File: config.mk
export PLATFORM = sky130hd
export DESIGN_NAME = srt_cmp
export DESIGN_NICKNAME = d
export VERILOG_FILES = /design/src/sv/srt_pkg.sv /design/src/sv/srt_cmp.sv
export SDC_FILE = /design/constraint.sdc
export NUM_CORES = 1
export LEC_CHECK = 0
export BUFFER_PORTS_ARGS = -buffer_cell sky130_fd_sc_hd__buf_2
export CAP_MARGIN = 20
export CELL_PAD_IN_SITES_DETAIL_PLACEMENT = 0
export CELL_PAD_IN_SITES_GLOBAL_PLACEMENT = 2
export CORE_MARGIN = 2
export CORE_UTILIZATION = 33
export DETAILED_ROUTE_END_ITERATION = 10
export PLACE_DENSITY = 0.95
export SKIP_LAST_GASP = 1
export SYNTH_ARGS = -nofsm -noshare
export SYNTH_HDL_FRONTEND = slang
export SYNTH_SLANG_ARGS = --single-unit
File: constraint.sdc
create_clock -name vclk -period 11
set_input_delay 1.65 -clock vclk [all_inputs]
set_output_delay 1.65 -clock vclk [all_outputs]
set_load 0.05 [all_outputs]
File: src/sv/srt_pkg.sv
// Shared types and constants of the sorted range table.
package srt_pkg;

    // Table geometry and field widths
    localparam int CAPACITY    = 64;
    localparam int OFFSET_BITS = 32;
    localparam int HANDLE_BITS = 16;
    localparam int COUNT_BITS  = $clog2(CAPACITY + 1);
    localparam int IDX_BITS    = $clog2(CAPACITY);

    // Request kinds
    typedef enum logic [1:0] {
        REQ_INSERT = 2'd0,
        REQ_DELETE = 2'd1,
        REQ_FIND   = 2'd2,
        REQ_CLEAR  = 2'd3
    } req_kind_t;

    // Result status codes
    typedef enum logic [1:0] {
        ST_OK   = 2'd0,
        ST_DUP  = 2'd1,
        ST_NONE = 2'd2,
        ST_FULL = 2'd3
    } status_t;

    // Sequencer states
    typedef enum logic [2:0] {
        S_IDLE,
        S_WALK,
        S_PREP,
        S_SHIFT,
        S_PLACE,
        S_DONE
    } state_t;

    // Request beat
    typedef struct packed {
        req_kind_t               req_type;
        logic [OFFSET_BITS-1:0]  req_start;
        logic [OFFSET_BITS-1:0]  req_length;
        logic [HANDLE_BITS-1:0]  req_handle;
    } req_t;

    // Result beat
    typedef struct packed {
        status_t                 status;
        logic [HANDLE_BITS-1:0]  found_handle;
        logic [OFFSET_BITS-1:0]  found_start;
        logic [OFFSET_BITS-1:0]  found_length;
        logic [COUNT_BITS-1:0]   entry_count;
    } rsp_t;

    // One stored table entry
    typedef struct packed {
        logic [OFFSET_BITS-1:0]  start;
        logic [OFFSET_BITS-1:0]  length;
        logic [HANDLE_BITS-1:0]  handle;
    } entry_t;

    // Flags from the entry comparator
    typedef struct packed {
        logic ahead;    // entry orders strictly ahead of the key
        logic exact;    // same start and length
        logic past;     // entry starts after the key start
        logic covers;   // entry spans the whole key range
    } cmp_t;

endpackage

File: src/sv/srt_cmp.sv
// Shared comparator: orders one entry against the key and tests coverage.
module srt_cmp (
    input  logic [srt_pkg::OFFSET_BITS-1:0] e_start,
    input  logic [srt_pkg::OFFSET_BITS-1:0] e_length,
    input  logic [srt_pkg::OFFSET_BITS-1:0] q_start,
    input  logic [srt_pkg::OFFSET_BITS-1:0] q_length,
    output srt_pkg::cmp_t                   flags
);

    logic [srt_pkg::OFFSET_BITS-1:0] gap;
    logic [srt_pkg::OFFSET_BITS:0]   reach;

    // Distance into the entry plus query length, one guard bit so it never wraps
    assign gap   = q_start - e_start;
    assign reach = {1'b0, gap} + {1'b0, q_length};

    always_comb
    begin
        flags.past   = e_start > q_start;
        flags.exact  = (e_start == q_start) && (e_length == q_length);
        flags.ahead  = (e_start != q_start) ? (e_start < q_start) : (e_length > q_length);
        flags.covers = !flags.past && (reach <= {1'b0, e_length});
    end

endmodule
==> results by group <==
Worst hold path
  – Hold Crit Class: in2out
  – Hold path start: q_length[31]

GRT
  – First-pass GRT wire length: 25.0 mm
  – Total track usage: 18.3%
  – Vias in the first global route: 5155
  – Initial antenna violation count: 0
  – GRT overflow: 0
  – Largest net degree at the start of global routing: 11

Setup path
  – Worst Setup Path Type: in2out
  – Required @ worst endpoint: 9350 ps
  – Worst path top cell family by delay: compound AO/OA/AOI/OAI gates
  – Worst path most repeated cell: a21oi_1
  – Worst Setup Start Kind: primary input
  – Worst path arrival time: 8220 ps
  – Slowest CP cell: o311ai_0
  – Critical Path Start: e_start[0]
  – Buf+Inv Stages, Crit Path: 2
  – Max incr delay on CP: 530 ps
  – Largest fanout on the critical path: 4
  – Crit. End Element: output pin

Die
  – IO Pins: 132
  – Num rows: 45
  – Die extent in y: 128 um
  – Core area: 15100 um^2
  – Total Die Area: 16400 um^2
  – Chip width: 128 um
  – Initial Utilization: 33.6%

Drt
  – Detailed-route vias per instance: 5.18
  – Wirelength, routed: 15.4 mm
  – Post-route DRC: 0
  – 1st-iter DRT viols: 321
  – DRT Pass-1 Iters: 5
  – Via count: 5433
  – Post-route ant nets: 0
  – Routed WL per cell: 14.7 um

Timing
  – Slew @ Worst Pin: 732 ps
  – Max Fclk: 0.101 GHz
  – Unrepaired setup endpoints after global routing: false
  – Final Hold Fails: 0
  – Post-route setup slack: 1130 ps
  – Count of pins over their slew limit: 0
  – Final critical-path required period: 9870 ps
  – Final setup violation count: 0
  – Max_slew headroom: 50.9%
  – Period utilization: 89.8%
  – TNS Setup: 0 ps

Cells and area
  – Area Overhead vs Synth: 17.0%
  – Register area: 0 um^2
  – Final Core Density: 39.3%
  – Clock buffer cells: 0
  – Share of layout cells above drive strength 1: 16.4%
  – Multi-input logic area: 4610 um^2
  – # fillers: 1670
  – Final Instance Area: 5960 um^2
  – Seq cells: 0
  – Ant diodes: 0
  – Most common cell after layout, fill and taps aside: buf_2
  – Nets: 1122
  – Most frequent cells in the layout: buf_2, ha_1, inv_1, a21oi_1, a21o_1

Placed design
  – GP Congestion: 0.912
  – IO Port Bufs: 132
  – Detailed Place HPWL: 14.1 mm
  – Placement Cell Area: 5960 um^2
  – DP Worst Slack: 1240 ps

Synth
  – Yosys warning total: 0
  – Synth unique cells: 52
  – Post-Syn Area: 5090 um^2
  – Cells after Synth: 737
  – Mapped Nets: 996
  – Syn Area/Cell: 6.91 um^2
  – Post-synthesis sequential area ratio: 0%
  – Area leader, netlist: ha_1
  – Top cells by area, synth: ha_1, inv_1, a21oi_1
  – Area fraction of the dominant cell type after synthesis: 31.7%

Clocking
  – Post CTS Setup Buffer Count: 0
  – PostCTS Resize Cnt: 0
  – Cts hold-fix bufs: 0

Status
  – Run status: finished clean

Pwr
  – Int Power: 272 uW
  – Largest vdd supply drop: 0.0000409 V
  – Clk network pwr share: 0%
  – Pwr/cell area: 104 nW/um^2
  – NetSw: 346 uW
  – Logic pwr share: 100.0%
  – Sw Share: 56.0%
  – Pleak: 3.36 nW
  – Register share of total power: 0%

Flow run
  – Max cap viols: 0
[path summary, 6_finish.rpt]
check / endpoint / depth (start not counted)
worst max-delay path: flags[0] / 29
worst min-delay path: flags[0] / 6
[through the flow]
stage / hold WS [ps] / power [mW] / std cells
finish: 3970 / 0.618 / 1049
global route: 4010 / 0.703 / 1049
CTS: 3970 / 0.619 / 1049
detailed placement: 3970 / 0.616 / 1049
global placement: 3970 / 0.614 / 1049
floorplan: 3710 / 0.464 / 737
[cells by family after synthesis]
group | synth area share (%)
adders and majority gates | 32.5
AOI/OAI and AO/OA | 30.3
buffers and inverters | 9.46
xor gates and xnor gates | 9.63
and+or+nand+nor | 18.1
[final cells by class]
cell class,count,share of cell area (%)
Timing Repair Buffer,132,11.1
Multi-Input combinational cell,609,77.4
Tap cell,188,3.95
Inverter,120,7.56
[synth_stat cells, types with 8 or more instances]
| library cell | number |
|---|---|
| ha_1 | 129 |
| inv_1 | 120 |
| a21oi_1 | 78 |
| a21o_1 | 47 |
| nor2_1 | 46 |
| o21ai_0 | 40 |
| xnor2_1 | 38 |
| nand2_1 | 32 |
| nand4_1 | 20 |
| nand3_1 | 19 |
| xor2_1 | 18 |
| nor2b_1 | 14 |
| o21bai_1 | 11 |
| and3_1 | 10 |
| nor3_1 | 10 |
| a31oi_1 | 9 |
| o21a_1 | 8 |
[power groups by stage]
stage,logic (mW),registers [mW],clock network (mW)
finish,0.618,0,0
global route,0.703,0,0
CTS,0.619,0,0
detailed placement,0.616,0,0
global placement,0.614,0,0
floorplan,0.464,0,0
[tightest hold or removal path, cell delays in order]
cell	delay [ps]
buf_2	120
ha_1	150
a21oi_1	30
o21ai_0	80
nor4_1	70
buf_2	210
[per-layer routing]
layer	track usage [%]	part of all wire (%)	up-vias
met5	0	0	-
met4	0.259	0	0
met3	0.751	4.9	0
met2	30.9	45	142
met1	27.1	50	2395
li1	-	-	2896
Note: power is estimated with default switching activity, not from simulation.
